File: src/hdl/stqs_pkg.sv
`default_nettype none

package stqs_pkg;

  localparam int MAX_TILES_ACROSS_DEF = 8;
  localparam int MAX_TILES_DOWN_DEF   = 8;

  localparam int CFG_INDEX_W  = 3;
  localparam int CFG_DATA_W   = 14;
  localparam int IN_TDATA_W   = 120;
  localparam int OUT_TDATA_W  = 208;

  // 1.0 in 1.16 texture format
  localparam logic [16:0] TEX_ONE = 17'h10000;

  typedef enum logic [2:0] {
    REG_TILE_WIDTH_LOG2  = 3'd0,
    REG_TILE_HEIGHT_LOG2 = 3'd1,
    REG_TILES_ACROSS     = 3'd2,
    REG_IMAGE_WIDTH      = 3'd3,
    REG_IMAGE_HEIGHT     = 3'd4
  } reg_index_t;

  typedef struct packed {
    logic [3:0]  tile_width_log2;
    logic [3:0]  tile_height_log2;
    logic [3:0]  tiles_across;
    logic [13:0] image_width;
    logic [13:0] image_height;
  } cfg_t;

  typedef enum logic [2:0] {
    ST_IDLE,
    ST_PREP,
    ST_MUL_W,
    ST_MUL_H,
    ST_MUL_XOFF,
    ST_MUL_YOFF,
    ST_EMIT
  } state_t;

  typedef struct packed {
    logic load;
    logic prep;
    logic mul_w;
    logic mul_h;
    logic mul_xoff;
    logic mul_yoff;
    logic push;
  } cmd_t;

  typedef struct packed {
    logic empty;
    logic out_free;
    logic last;
  } status_t;

endpackage

`default_nettype wire

File: src/hdl/stqs_regs.sv
`default_nettype none

module stqs_regs (
  input  wire logic                               clk,
  input  wire logic                               rst,
  input  wire logic                               cfg_valid,
  output logic                                    cfg_ready,
  input  wire logic [stqs_pkg::CFG_INDEX_W-1:0]   cfg_index,
  input  wire logic [stqs_pkg::CFG_DATA_W-1:0]    cfg_data,
  output stqs_pkg::cfg_t                          cfg
);

  assign cfg_ready = 1'b1;

  always_ff @(posedge clk) begin
    if (rst) begin
      cfg.tile_width_log2  <= 4'd8;
      cfg.tile_height_log2 <= 4'd8;
      cfg.tiles_across     <= 4'd1;
      cfg.image_width      <= 14'd256;
      cfg.image_height     <= 14'd256;
    end else if (cfg_valid && cfg_ready) begin
      case (stqs_pkg::reg_index_t'(cfg_index))
        stqs_pkg::REG_TILE_WIDTH_LOG2:  cfg.tile_width_log2  <= cfg_data[3:0];
        stqs_pkg::REG_TILE_HEIGHT_LOG2: cfg.tile_height_log2 <= cfg_data[3:0];
        stqs_pkg::REG_TILES_ACROSS:     cfg.tiles_across     <= cfg_data[3:0];
        stqs_pkg::REG_IMAGE_WIDTH:      cfg.image_width      <= cfg_data;
        stqs_pkg::REG_IMAGE_HEIGHT:     cfg.image_height     <= cfg_data;
        default: ;
      endcase
    end
  end

endmodule

`default_nettype wire

File: src/hdl/stqs_ctrl.sv
`default_nettype none

module stqs_ctrl (
  input  wire logic              clk,
  input  wire logic              rst,
  input  wire logic              in_valid,
  output logic                   in_ready,
  input  wire stqs_pkg::status_t status,
  output stqs_pkg::cmd_t         cmd
);

  stqs_pkg::state_t state;
  stqs_pkg::state_t state_next;

  always_ff @(posedge clk) begin
    if (rst) begin
      state <= stqs_pkg::ST_IDLE;
    end else begin
      state <= state_next;
    end
  end

  always_comb begin
    state_next = state;
    case (state)
      stqs_pkg::ST_IDLE: begin
        if (in_valid) state_next = stqs_pkg::ST_PREP;
      end
      stqs_pkg::ST_PREP: begin
        state_next = status.empty ? stqs_pkg::ST_IDLE : stqs_pkg::ST_MUL_W;
      end
      stqs_pkg::ST_MUL_W:    state_next = stqs_pkg::ST_MUL_H;
      stqs_pkg::ST_MUL_H:    state_next = stqs_pkg::ST_MUL_XOFF;
      stqs_pkg::ST_MUL_XOFF: state_next = stqs_pkg::ST_MUL_YOFF;
      stqs_pkg::ST_MUL_YOFF: state_next = stqs_pkg::ST_EMIT;
      stqs_pkg::ST_EMIT: begin
        if (status.out_free && status.last) state_next = stqs_pkg::ST_IDLE;
      end
      default: state_next = stqs_pkg::ST_IDLE;
    endcase
  end

  always_comb begin
    cmd      = '0;
    in_ready = 1'b0;
    case (state)
      stqs_pkg::ST_IDLE: begin
        in_ready = 1'b1;
        cmd.load = in_valid;
      end
      stqs_pkg::ST_PREP:     cmd.prep     = 1'b1;
      stqs_pkg::ST_MUL_W:    cmd.mul_w    = 1'b1;
      stqs_pkg::ST_MUL_H:    cmd.mul_h    = 1'b1;
      stqs_pkg::ST_MUL_XOFF: cmd.mul_xoff = 1'b1;
      stqs_pkg::ST_MUL_YOFF: cmd.mul_yoff = 1'b1;
      stqs_pkg::ST_EMIT:     cmd.push     = status.out_free;
      default: ;
    endcase
  end

endmodule

`default_nettype wire

File: src/hdl/stqs_dp.sv
`default_nettype none

module stqs_dp #(
  parameter int MAX_TILES_ACROSS = stqs_pkg::MAX_TILES_ACROSS_DEF,
  parameter int MAX_TILES_DOWN   = stqs_pkg::MAX_TILES_DOWN_DEF
) (
  input  wire logic                               clk,
  input  wire logic                               rst,
  input  wire stqs_pkg::cfg_t                     cfg,
  input  wire stqs_pkg::cmd_t                     cmd,
  output stqs_pkg::status_t                       status,
  input  wire logic [stqs_pkg::IN_TDATA_W-1:0]    in_data,
  input  wire logic                               in_mirror,
  output logic                                    out_valid,
  input  wire logic                               out_ready,
  output logic [stqs_pkg::OUT_TDATA_W-1:0]        out_data,
  output logic                                    out_last
);

  localparam int COL_W = (MAX_TILES_ACROSS > 1) ? $clog2(MAX_TILES_ACROSS) : 1;
  localparam int ROW_W = (MAX_TILES_DOWN > 1) ? $clog2(MAX_TILES_DOWN) : 1;
  localparam logic [14:0] COL_LIM = 15'(MAX_TILES_ACROSS - 1);
  localparam logic [14:0] ROW_LIM = 15'(MAX_TILES_DOWN - 1);

  // latched request
  logic [15:0] dx_r, dy_r, xs_r, ys_r;
  logic [13:0] sx_r, sy_r, sw_r, sh_r;
  logic        mir_r;

  // setup results
  logic [13:0] sw_e, sh_e;
  logic [14:0] ex, ey;
  logic [15:0] xoff, yoff;
  logic [16:0] tl0, tt0, tr1, tb1;
  logic [31:0] twxs, thys;
  logic [14:0] dc, dr;
  logic [COL_W-1:0] ncol_m1;
  logic [ROW_W-1:0] nrow_m1;
  logic [5:0]  c0_lo, r0_lo;
  logic [31:0] fullw, fullh, xoffxs, base_m;

  // walk state
  logic [COL_W-1:0] col;
  logic [ROW_W-1:0] row;
  logic [31:0] acc_x, acc_xn, acc_y, acc_yn;

  // combinational helpers
  logic [15:0] tw, th, xmask, ymask, sxm, sym, exm, eym;
  logic [13:0] sw_sel, sh_sel;
  logic        full_img;
  logic [31:0] tl_sh, tt_sh;
  logic [32:0] tr_sh, tb_sh;
  logic [14:0] c0_n, c1_n, r0_n, r1_n, dc_n, dr_n;
  logic [15:0] mul_a, mul_b;
  logic [31:0] mul_p;
  logic [31:0] dx32, dy32;

  assign tw    = 16'd1 << cfg.tile_width_log2;
  assign th    = 16'd1 << cfg.tile_height_log2;
  assign xmask = tw - 16'd1;
  assign ymask = th - 16'd1;
  assign sxm   = {2'b00, sx_r} & xmask;
  assign sym   = {2'b00, sy_r} & ymask;
  assign exm   = {1'b0, ex} & xmask;
  assign eym   = {1'b0, ey} & ymask;

  assign full_img = (sw_r == 14'd0) || (sh_r == 14'd0);
  assign sw_sel   = full_img ? cfg.image_width : sw_r;
  assign sh_sel   = full_img ? cfg.image_height : sh_r;

  assign tl_sh = {sxm, 16'd0} >> cfg.tile_width_log2;
  assign tt_sh = {sym, 16'd0} >> cfg.tile_height_log2;
  assign tr_sh = {17'(exm) + 17'd1, 16'd0} >> cfg.tile_width_log2;
  assign tb_sh = {17'(eym) + 17'd1, 16'd0} >> cfg.tile_height_log2;

  assign c0_n = {1'b0, sx_r} >> cfg.tile_width_log2;
  assign r0_n = {1'b0, sy_r} >> cfg.tile_height_log2;
  assign c1_n = ex >> cfg.tile_width_log2;
  assign r1_n = ey >> cfg.tile_height_log2;
  assign dc_n = c1_n - c0_n;
  assign dr_n = r1_n - r0_n;

  assign dx32 = {{8{dx_r[15]}}, dx_r, 8'd0};
  assign dy32 = {{8{dy_r[15]}}, dy_r, 8'd0};

  // one shared multiplier, operands picked by the setup step
  always_comb begin
    mul_a = {2'b00, sw_e};
    mul_b = xs_r;
    if (cmd.mul_h) begin
      mul_a = {2'b00, sh_e};
      mul_b = ys_r;
    end else if (cmd.mul_xoff) begin
      mul_a = xoff;
      mul_b = xs_r;
    end else if (cmd.mul_yoff) begin
      mul_a = yoff;
      mul_b = ys_r;
    end
  end
  assign mul_p = mul_a * mul_b;

  always_ff @(posedge clk) begin
    if (cmd.load) begin
      dx_r  <= in_data[15:0];
      dy_r  <= in_data[31:16];
      sx_r  <= in_data[45:32];
      sy_r  <= in_data[59:46];
      sw_r  <= in_data[73:60];
      sh_r  <= in_data[87:74];
      xs_r  <= in_data[103:88];
      ys_r  <= in_data[119:104];
      mir_r <= in_mirror;
    end
    if (cmd.prep) begin
      sw_e <= sw_sel;
      sh_e <= sh_sel;
      ex   <= 15'(sx_r) + 15'(sw_sel) - 15'd1;
      ey   <= 15'(sy_r) + 15'(sh_sel) - 15'd1;
      xoff <= tw - sxm;
      yoff <= th - sym;
      tl0  <= tl_sh[16:0];
      tt0  <= tt_sh[16:0];
      twxs <= 32'(xs_r) << cfg.tile_width_log2;
      thys <= 32'(ys_r) << cfg.tile_height_log2;
    end
    if (cmd.mul_w) begin
      fullw   <= mul_p;
      tr1     <= tr_sh[16:0];
      tb1     <= tb_sh[16:0];
      dc      <= dc_n;
      dr      <= dr_n;
      ncol_m1 <= (dc_n > COL_LIM) ? COL_W'(COL_LIM) : dc_n[COL_W-1:0];
      nrow_m1 <= (dr_n > ROW_LIM) ? ROW_W'(ROW_LIM) : dr_n[ROW_W-1:0];
      c0_lo   <= c0_n[5:0];
      r0_lo   <= r0_n[5:0];
    end
    if (cmd.mul_h) begin
      fullh  <= mul_p;
      base_m <= dx32 + fullw;
    end
    if (cmd.mul_xoff) begin
      xoffxs <= mul_p;
    end
  end

  // quad for the current tile
  logic        col_end, row_end, col_first, row_first, quad_last;
  logic [31:0] x2off, y2off, scr_l, scr_r, scr_t, scr_b;
  logic [16:0] t_l, t_r, t_t, t_b, t_left, t_right;
  logic [5:0]  u6, v6, tile_idx;
  logic [9:0]  tprod;

  assign col_first = (col == '0);
  assign row_first = (row == '0);
  assign col_end   = (15'(col) == dc);
  assign row_end   = (15'(row) == dr);
  assign quad_last = (col == ncol_m1) && (row == nrow_m1);

  assign x2off = col_end ? fullw : acc_xn;
  assign y2off = row_end ? fullh : acc_yn;

  // mirroring reflects the left and right screen edges inside the drawn rectangle
  assign scr_l = mir_r ? (base_m - x2off) : (dx32 + acc_x);
  assign scr_r = mir_r ? (base_m - acc_x) : (dx32 + x2off);
  assign scr_t = dy32 + acc_y;
  assign scr_b = dy32 + y2off;

  assign t_l     = col_first ? tl0 : 17'd0;
  assign t_r     = col_end ? tr1 : stqs_pkg::TEX_ONE;
  assign t_t     = row_first ? tt0 : 17'd0;
  assign t_b     = row_end ? tb1 : stqs_pkg::TEX_ONE;
  assign t_left  = mir_r ? t_r : t_l;
  assign t_right = mir_r ? t_l : t_r;

  assign u6       = c0_lo + 6'(col);
  assign v6       = r0_lo + 6'(row);
  assign tprod    = 10'(v6) * 10'(cfg.tiles_across);
  assign tile_idx = tprod[5:0] + u6;

  always_ff @(posedge clk) begin
    if (cmd.mul_yoff) begin
      col    <= '0;
      row    <= '0;
      acc_x  <= 32'd0;
      acc_xn <= xoffxs;
      acc_y  <= 32'd0;
      acc_yn <= mul_p;
    end else if (cmd.push) begin
      if (col == ncol_m1) begin
        col    <= '0;
        row    <= row + ROW_W'(1);
        acc_x  <= 32'd0;
        acc_xn <= xoffxs;
        acc_y  <= acc_yn;
        acc_yn <= acc_yn + thys;
      end else begin
        col    <= col + COL_W'(1);
        acc_x  <= acc_xn;
        acc_xn <= acc_xn + twxs;
      end
    end
  end

  always_ff @(posedge clk) begin
    if (cmd.push) begin
      out_data <= {6'd0, scr_b, scr_t, scr_r, scr_l, t_b, t_t, t_right, t_left, tile_idx};
      out_last <= quad_last;
    end
  end

  always_ff @(posedge clk) begin
    if (rst) begin
      out_valid <= 1'b0;
    end else if (cmd.push) begin
      out_valid <= 1'b1;
    end else if (out_ready) begin
      out_valid <= 1'b0;
    end
  end

  assign status.empty    = (sw_sel == 14'd0) || (sh_sel == 14'd0);
  assign status.out_free = !out_valid || out_ready;
  assign status.last     = quad_last;

endmodule

`default_nettype wire

File: src/hdl/sprite_tile_quad_splitter_unit.sv
`default_nettype none

// Splits one sprite draw request into one screen quad per texture tile that the
// source rectangle covers, up to MAX_TILES_ACROSS by MAX_TILES_DOWN tiles, in
// row order, with tlast on the final quad. After a request is taken the block
// works out the rectangle geometry and then, in turn, the products sw*x_scale,
// sh*y_scale and the first-tile offsets, all through a single shared 16x16
// multiplier; it then hands out one quad per cycle while the output is taken.
// No quad comes out for zero src_w or src_h with zero image width or height.
// The next request is taken as soon as the last quad sits in the output register.
// Configuration registers are written through the cfg channel, which is always
// ready; writes to indexes past the register list are dropped.
module sprite_tile_quad_splitter_unit #(
  parameter int MAX_TILES_ACROSS = stqs_pkg::MAX_TILES_ACROSS_DEF,
  parameter int MAX_TILES_DOWN   = stqs_pkg::MAX_TILES_DOWN_DEF
) (
  input  wire logic                               clk,
  input  wire logic                               rst,
  input  wire logic                               s_axis_tvalid,
  output logic                                    s_axis_tready,
  // dest_x, dest_y, src_x, src_y, src_w, src_h, x_scale, y_scale
  input  wire logic [stqs_pkg::IN_TDATA_W-1:0]    s_axis_tdata,
  // mirror
  input  wire logic [0:0]                         s_axis_tuser,
  output logic                                    m_axis_tvalid,
  input  wire logic                               m_axis_tready,
  // tile_index, tex_left, tex_right, tex_top, tex_bottom, screen_left,
  // screen_right, screen_top, screen_bottom, zero pad
  output logic [stqs_pkg::OUT_TDATA_W-1:0]        m_axis_tdata,
  output logic                                    m_axis_tlast,
  input  wire logic                               cfg_valid,
  output logic                                    cfg_ready,
  input  wire logic [stqs_pkg::CFG_INDEX_W-1:0]   cfg_index,
  input  wire logic [stqs_pkg::CFG_DATA_W-1:0]    cfg_data
);

  stqs_pkg::cfg_t    cfg;
  stqs_pkg::cmd_t    cmd;
  stqs_pkg::status_t status;

  stqs_regs u_regs (
    .clk       (clk),
    .rst       (rst),
    .cfg_valid (cfg_valid),
    .cfg_ready (cfg_ready),
    .cfg_index (cfg_index),
    .cfg_data  (cfg_data),
    .cfg       (cfg)
  );

  stqs_ctrl u_ctrl (
    .clk      (clk),
    .rst      (rst),
    .in_valid (s_axis_tvalid),
    .in_ready (s_axis_tready),
    .status   (status),
    .cmd      (cmd)
  );

  stqs_dp #(
    .MAX_TILES_ACROSS (MAX_TILES_ACROSS),
    .MAX_TILES_DOWN   (MAX_TILES_DOWN)
  ) u_dp (
    .clk       (clk),
    .rst       (rst),
    .cfg       (cfg),
    .cmd       (cmd),
    .status    (status),
    .in_data   (s_axis_tdata),
    .in_mirror (s_axis_tuser[0]),
    .out_valid (m_axis_tvalid),
    .out_ready (m_axis_tready),
    .out_data  (m_axis_tdata),
    .out_last  (m_axis_tlast)
  );

endmodule

`default_nettype wire
File: config.mk
export PLATFORM = sky130hd
export DESIGN_NAME = sprite_tile_quad_splitter_unit
export DESIGN_NICKNAME = d
export VERILOG_FILES = /design/src/hdl/stqs_pkg.sv /design/src/hdl/stqs_regs.sv /design/src/hdl/stqs_ctrl.sv /design/src/hdl/stqs_dp.sv /design/src/hdl/sprite_tile_quad_splitter_unit.sv
export SDC_FILE = /design/constraint.sdc
export NUM_CORES = 2
export LEC_CHECK = 0
export BUFFER_PORTS_ARGS = -buffer_cell sky130_fd_sc_hd__buf_2
export CORE_MARGIN = 2
export CORE_UTILIZATION = 50
export CTS_CLUSTER_DIAMETER = 120
export DETAILED_ROUTE_END_ITERATION = 10
export MAX_ROUTING_LAYER = met4
export PLACE_DENSITY = 0.72
export SYNTH_ARGS = -nofsm -noshare
export SYNTH_HDL_FRONTEND = slang
export SYNTH_SLANG_ARGS = --single-unit
File: constraint.sdc
create_clock -name clk -period 11.15 [get_ports clk]
set_clock_uncertainty 0.15 [all_clocks]
set_input_delay 3.345 -clock clk [delete_from_list [all_inputs] [get_ports clk]]
set_output_delay 3.345 -clock clk [all_outputs]
set_load 0.03 [all_outputs]
# After elaboration in Yosys (flattened, before gate mapping)
# Cells that the tools add are included.
dict set report op_classes {
  shift 12
  add_sub_neg 26
  multipliers 2
  n_eq_ne 16
  muxes 38
  n_reduce_logical 25
  bitwise_logic 4
  order_cmp 2
}
# op count
set ops {}
lappend ops {{$mux W32} 11}
lappend ops {{$add A32 B32 Y32} 7}
lappend ops {{$mux W16} 6}
lappend ops {{$mux W17} 4}
lappend ops {{$shr A33 B4 Y17} 2}
lappend ops {{$shl A16 B4 Y32} 2}
lappend ops {{$shr A32 B4 Y17} 2}
lappend ops {{$sub A32 B32 Y32} 2}
lappend ops {{$logic_not A14 Y1} 4}
lappend ops {{$add A16 B1 Y17 const B} 2}
lappend ops {{$and A14 B16 Y16} 2}
lappend ops {{$and A15 B16 Y16} 2}
lappend ops {{$mul A16 B16 Y32} 1}
lappend ops {{$shl A1 B4 Y16 const A} 2}
lappend ops {{$sub A16 B1 Y16 const B} 2}
lappend ops {{$sub A16 B16 Y16} 2}
lappend ops {{$add A14 B14 Y15} 2}
lappend ops {{$eq A3 B15 Y1} 2}
lappend ops {{$gt A15 B3 Y1 const B} 2}
lappend ops {{$shr A14 B4 Y15} 2}
lappend ops {{$shr A15 B4 Y15} 2}
lappend ops {{$sub A15 B1 Y15 const B} 2}
lappend ops {{$sub A15 B15 Y15} 2}
lappend ops {{$mux W14} 2}
lappend ops {{other kinds (20)} 56}
dict set report word_totals {
  out_inout_bits 212
  elab_cells 173
  regBits 900
  inputBits 143
}

# Depth between registers and ports, before layout
dict set report depth {
  ltp_word 7
  mapped_depth 32
  mapped_depth_nobuf 29
}

# Modules after synthesis
# A second synthesis with hierarchy kept.
dict set report unflattened {
  cells_unflattened 6326
  area_unflattened_um2 62774.0
}
# module n_inst cells_each seq_area_each_um2 area_each_um2
set by_module_without_submodules {}
lappend by_module_without_submodules {stqs_dp 1 6142 24723.7 60903.4}
lappend by_module_without_submodules {stqs_regs 1 156 800.8 1656.6}
lappend by_module_without_submodules {stqs_ctrl 1 28 60.1 214.0}

# Worst setup path before layout
# OpenSTA, ideal clock, no wires.
dict set report synth_path {
  path_type {input-to-reg}
  startpoint {input port m_axis_tready}
  endpoint {register u_dp.acc_xn[0] (enable)}
  setup_slack_ns 1.319
  stages 6
  required_ns 10.594
  path_buffers 1
  t_arrival_ns 9.274
  setup_time_ns 0.406
  path_cell_list {nand2b_1 -> nand3_1 -> inv_1 -> nor2_1 -> inv_1 -> clkbuf_1}
}
# element line_no
set synth_rtl {}
lappend synth_rtl {{start, declared} sprite_tile_quad_splitter_unit.sv:26} ;# input wire logic m_axis_tready,
lappend synth_rtl {{end signal, assigned} stqs_dp.sv:186} ;# acc_xn <= xoffxs;
lappend synth_rtl {{end signal, assigned} stqs_dp.sv:194} ;# acc_xn <= xoffxs;
lappend synth_rtl {{end signal, assigned} stqs_dp.sv:200} ;# acc_xn <= acc_xn + twxs;
lappend synth_rtl {{end, declared} stqs_dp.sv:45} ;# logic [31:0] acc_x, acc_xn, acc_y, acc_yn;

# Worst setup path after layout
dict set report layout_path {
  startpoint {register u_ctrl.state[2]}
  endpoint {register u_dp.acc_yn[29] (data pin)}
}
dict set report layout_between {
  elab_chain_cells 7
  elab_cells_between_ends 14
  classes_between {1 x mul; 3 x eq/ne; 10 x mux}
}
# element line_no
set layout_rtl {}
lappend layout_rtl {{start, declared} stqs_ctrl.sv:12} ;# stqs_pkg::state_t state;
lappend layout_rtl {{start signal, assigned} stqs_ctrl.sv:17} ;# state <= stqs_pkg::ST_IDLE;
lappend layout_rtl {{start signal, assigned} stqs_ctrl.sv:19} ;# state <= state_next;
lappend layout_rtl {{$eq A3 B3 Y1} stqs_ctrl.sv:46} ;# case (state)
lappend layout_rtl {{$mux W1} stqs_ctrl.sv:46}
lappend layout_rtl {{$mux W16} stqs_dp.sv:96} ;# end else if (cmd.mul_yoff) begin
lappend layout_rtl {{$mux W16} stqs_dp.sv:93} ;# end else if (cmd.mul_xoff) begin
lappend layout_rtl {{$mux W16} stqs_dp.sv:90} ;# if (cmd.mul_h) begin
lappend layout_rtl {{$mul A16 B16 Y32 (*)} stqs_dp.sv:101} ;# assign mul_p = mul_a * mul_b;
lappend layout_rtl {{via u_dp.mul_p[29]} stqs_dp.sv:55} ;# logic [31:0] mul_p;
lappend layout_rtl {{$mux W32 (*)} stqs_dp.sv:182} ;# if (cmd.mul_yoff) begin
lappend layout_rtl {{end signal, assigned} stqs_dp.sv:188} ;# acc_yn <= mul_p;
lappend layout_rtl {{end signal, assigned} stqs_dp.sv:196} ;# acc_yn <= acc_yn + thys;
lappend layout_rtl {{end, declared} stqs_dp.sv:45}
# The timed path passes the listed nets; every way through them passes the cells marked *.
# A chain may end at the register's enable or synchronous reset.

==> impl_metrics.env <==
export IMPL_critical_path_start_end_classification="register to register"
export IMPL_number_of_search_and_repair_iterations_in_the_first_detailed_routing_pass=6
export IMPL_swShare=0.462
export IMPL_worst_ir_drop_vdd_v=0.000749
export IMPL_final_antenna_net_count=0
export IMPL_grtUsageTotal=0.304
export IMPL_clock_latency_ns=0.76
export IMPL_fmax_ghz=0.104
export IMPL_synth_cell_area_um2=63500
export IMPL_finalCriticalPeriod_ns=9.65
export IMPL_grt_ovfl_total=0
export IMPL_timing_slew_headroom=0.174
export IMPL_critPathCaptureType="register"
export IMPL_layout_cells_non_filler=8490
export IMPL_synth_area_per_cell_um2=9.74
export IMPL_final_min_period_over_clock_period=0.865
export IMPL_cts_tree="built"
export IMPL_floorplan_core_area_um2=126000
export IMPL_synthDominantCellAreaShare=0.367
export IMPL_routed_wire_length_per_instance_um=23.0
export IMPL_dp_final_hpwl_um=150000
export IMPL_path_common_cell="sky130_fd_sc_hd__fa_1"
export IMPL_postCtsHoldBufs=0
export IMPL_worst_slew_pin_slew_ns=1.23
export IMPL_io_buffers=343
export IMPL_power_density_nw_per_um2=269
export IMPL_drt_total_wl_um=195000
export IMPL_cts_htree_levels=3
export IMPL_crit_path_max_incr_delay_ns=0.59
export IMPL_hold_class="register to register"
export IMPL_floorplan_die_width_um=360
export IMPL_cts_root_to_sink_buffers=3
export IMPL_fillerInstances=11003
export IMPL_synthesis_warning_total=0
export IMPL_first_global_vias=48445
export IMPL_fin_setup_tns_ns=0
export IMPL_critPathMaxFanout=34
export IMPL_final_util=0.558
export IMPL_worst_ep_required_time_ns=11.51
export IMPL_total_area_of_multi_input_combinational_cells_um2=34800
export IMPL_pre_cts_slack_ns=1.53
export IMPL_postCtsSetupBuffers=0
export IMPL_slowest_stage="sky130_fd_sc_hd__dfxtp_1"
export IMPL_grt_first_pass_wirelength_um=292000
export IMPL_seqPwrFrac=0.270
export IMPL_numClockSinks=890
export IMPL_floorplan_io_pins=355
export IMPL_grt_setup_unrepaired="no"
export IMPL_cts_root_buf="sky130_fd_sc_hd__clkbuf_16"
export IMPL_place_gp_congestion=0.989
export IMPL_power_leakage_nw=28.5
export IMPL_initial_core_util=0.505
export IMPL_run_status="finished, final reports clean"
export IMPL_p_sw_w=0.00871
export IMPL_drive_gt1_frac=0.110
export IMPL_path_buf_inv=5
export IMPL_worstPathArrival_ns=10.01
export IMPL_synth_edff_count=776
export IMPL_postSynth_asyncResetShare=0
export IMPL_floorplan_die_area_um2=130000
export IMPL_timing_max_transition_violations_final=0
export IMPL_synth_sequential_area_ratio=0.403
export IMPL_yosys_register_bits=890
export IMPL_routed_via_count=50391
export IMPL_count_of_unique_library_cells_instantiated_by_yosys=99
export IMPL_nets=7567
export IMPL_drc=0
export IMPL_final_setup_viol_count=0
export IMPL_antenna_found_initial=0
export IMPL_std_cell_rows=130
export IMPL_drtIter0Drc=4811
export IMPL_drv_cap=0
export IMPL_placed_cells_incl_taps=8304
export IMPL_mostFrequentLayoutCells="sky130_fd_sc_hd__nand2_1 (776), sky130_fd_sc_hd__edfxtp_1 (776), sky130_fd_sc_hd__nor2_1 (561)"
export IMPL_power_combinational_fraction=0.552
export IMPL_die_height_um=360
export IMPL_grt_start_max_net_pins=93
export IMPL_numCtsBuffers=98
export IMPL_post_cts_resize_count=0
export IMPL_yosysTopAreaCell="sky130_fd_sc_hd__edfxtp_1"
export IMPL_finalWorstSetupSlack_ns=1.50
export IMPL_critical_path_top_delay_family="adder cells"
export IMPL_synthTopCellsByArea="sky130_fd_sc_hd__edfxtp_1 (37%), sky130_fd_sc_hd__ha_1 (8.9%), sky130_fd_sc_hd__fa_1 (6.9%), sky130_fd_sc_hd__nand2_1 (4.6%), sky130_fd_sc_hd__dfxtp_1 (3.6%)"
export IMPL_register_area_um2=25600
export IMPL_internal_power_w=0.0102
export IMPL_timing_hold_violations_final=0
export IMPL_ys_flop_type="sky130_fd_sc_hd__edfxtp_1"
export IMPL_viasPerCell=5.94
export IMPL_power_frac_clock=0.178
export IMPL_area_growth_syn_to_layout_pct=10.5
export IMPL_setup_worst_path_start_class="register"
export IMPL_synth_cells=6513
export IMPL_clk_pin_slew_ns=0.06
==> sequential cells by signal, summed over array words and instances (netlist names), 31 cells and up <==
| register | flops |
|---|---|
| u_dp.acc_yn | 32 |
| u_dp.out_data | 198 |
| u_dp.acc_xn | 32 |
| u_dp.fullw | 32 |
| u_dp.acc_x | 32 |
| u_dp.twxs | 31 |
| u_dp.base_m | 32 |
| u_dp.acc_y | 32 |
| u_dp.fullh | 32 |
| u_dp.thys | 31 |
| u_dp.xoffxs | 32 |
| u_regs.cfg | 40 |
==> worst reg2reg max path: cells and delay by family, from the launching register on <==
family | cells | cell delay (ns)
AOI/OAI and AO/OA | 9 | 2.37
adders and majority gates | 7 | 3.20
buffers and inverters | 5 | 0.96
DFF | 1 | 0.59
muxes | 1 | 0.27
and+or+nand+nor | 6 | 1.86
==> final timing paths <==
| kind | from | cells past startpoint | end | slack [ns] |
|---|---|---|---|---|
| max reg2reg | u_ctrl.state[2] | 28 | u_dp.acc_yn[29] | 1.50 |
| max | u_ctrl.state[2] | 28 | u_dp.acc_yn[29] | 1.50 |
| min reg2reg | u_dp.acc_y[7] | 0 | u_dp.out_data[145] | 0.29 |
| min | u_dp.acc_y[7] | 0 | u_dp.out_data[145] | 0.29 |
==> final cells by class <==
cell class              instances  area share
diodes                          1   0.0000357
clock buffers                 125      0.0376
clock inverters                60      0.0103
inverters                     550      0.0296
multi-input cells            4803       0.496
flip-flops and latches        890       0.365
well taps                    1650      0.0294
repair buffers                411      0.0318
==> cell families (layout without fill, tap and decap cells) <==
logic type / count (synthesis) / after routing / synth area share
AND/OR/NAND/NOR: 1963 / 1963 / 0.139
AO/OA/AOI/OAI: 1525 / 1525 / 0.150
buffers and inverters: 829 / 1146 / 0.0499
flip-flops: 890 / 890 / 0.403
XOR/XNOR: 336 / 336 / 0.0465
adder cells (fa/ha/maj): 670 / 670 / 0.158
multiplexers: 298 / 298 / 0.0532
other: 2 / 12 / 0.000118
==> power groups by stage <==
stage	combinational (W)	sequential [W]	clock (W)
2_1_floorplan	0.00644	0.00516	0
3_5_place_dp	0.0103	0.00517	0
6_report	0.0104	0.00510	0.00336
5_1_grt	0.0113	0.00514	0.00354
4_1_cts	0.0103	0.00510	0.00342
3_3_place_gp	0.0101	0.00516	0
==> routing by layer <==
metal  vias to the layer above  wire length, um  track usage
li1                      23621                -            -
met1                     24246            84300        0.409
met2                      2114            87200        0.462
met3                       410            15000       0.0453
met4                         0             8490        0.122
met5                         -                0            -
==> synth_stat cells, types with 114 or more instances <==
cell type,count
sky130_fd_sc_hd__xor2_1,122
sky130_fd_sc_hd__a21oi_1,438
sky130_fd_sc_hd__o21ai_0,397
sky130_fd_sc_hd__nand2_1,777
sky130_fd_sc_hd__nor2_1,568
sky130_fd_sc_hd__inv_1,544
sky130_fd_sc_hd__edfxtp_1,776
sky130_fd_sc_hd__xnor2_1,213
sky130_fd_sc_hd__clkbuf_1,215
sky130_fd_sc_hd__dfxtp_1,114
sky130_fd_sc_hd__fa_1,219
sky130_fd_sc_hd__mux2i_1,184
sky130_fd_sc_hd__nand3_1,124
sky130_fd_sc_hd__ha_1,451
sky130_fd_sc_hd__a21o_1,116
==> stage by stage <==
stage / area [um2] / power, W / hold WS (ns)
6_report: 70100 / 0.0189 / 0.292
5_1_grt: 70100 / 0.0200 / 0.301
4_1_cts: 70100 / 0.0189 / 0.285
3_5_place_dp: 66800 / 0.0155 / 0.270
3_3_place_gp: 66800 / 0.0153 / 0.263
2_1_floorplan: 63500 / 0.0116 / 0.258
Note: power is estimated with default switching activity, not from simulation.
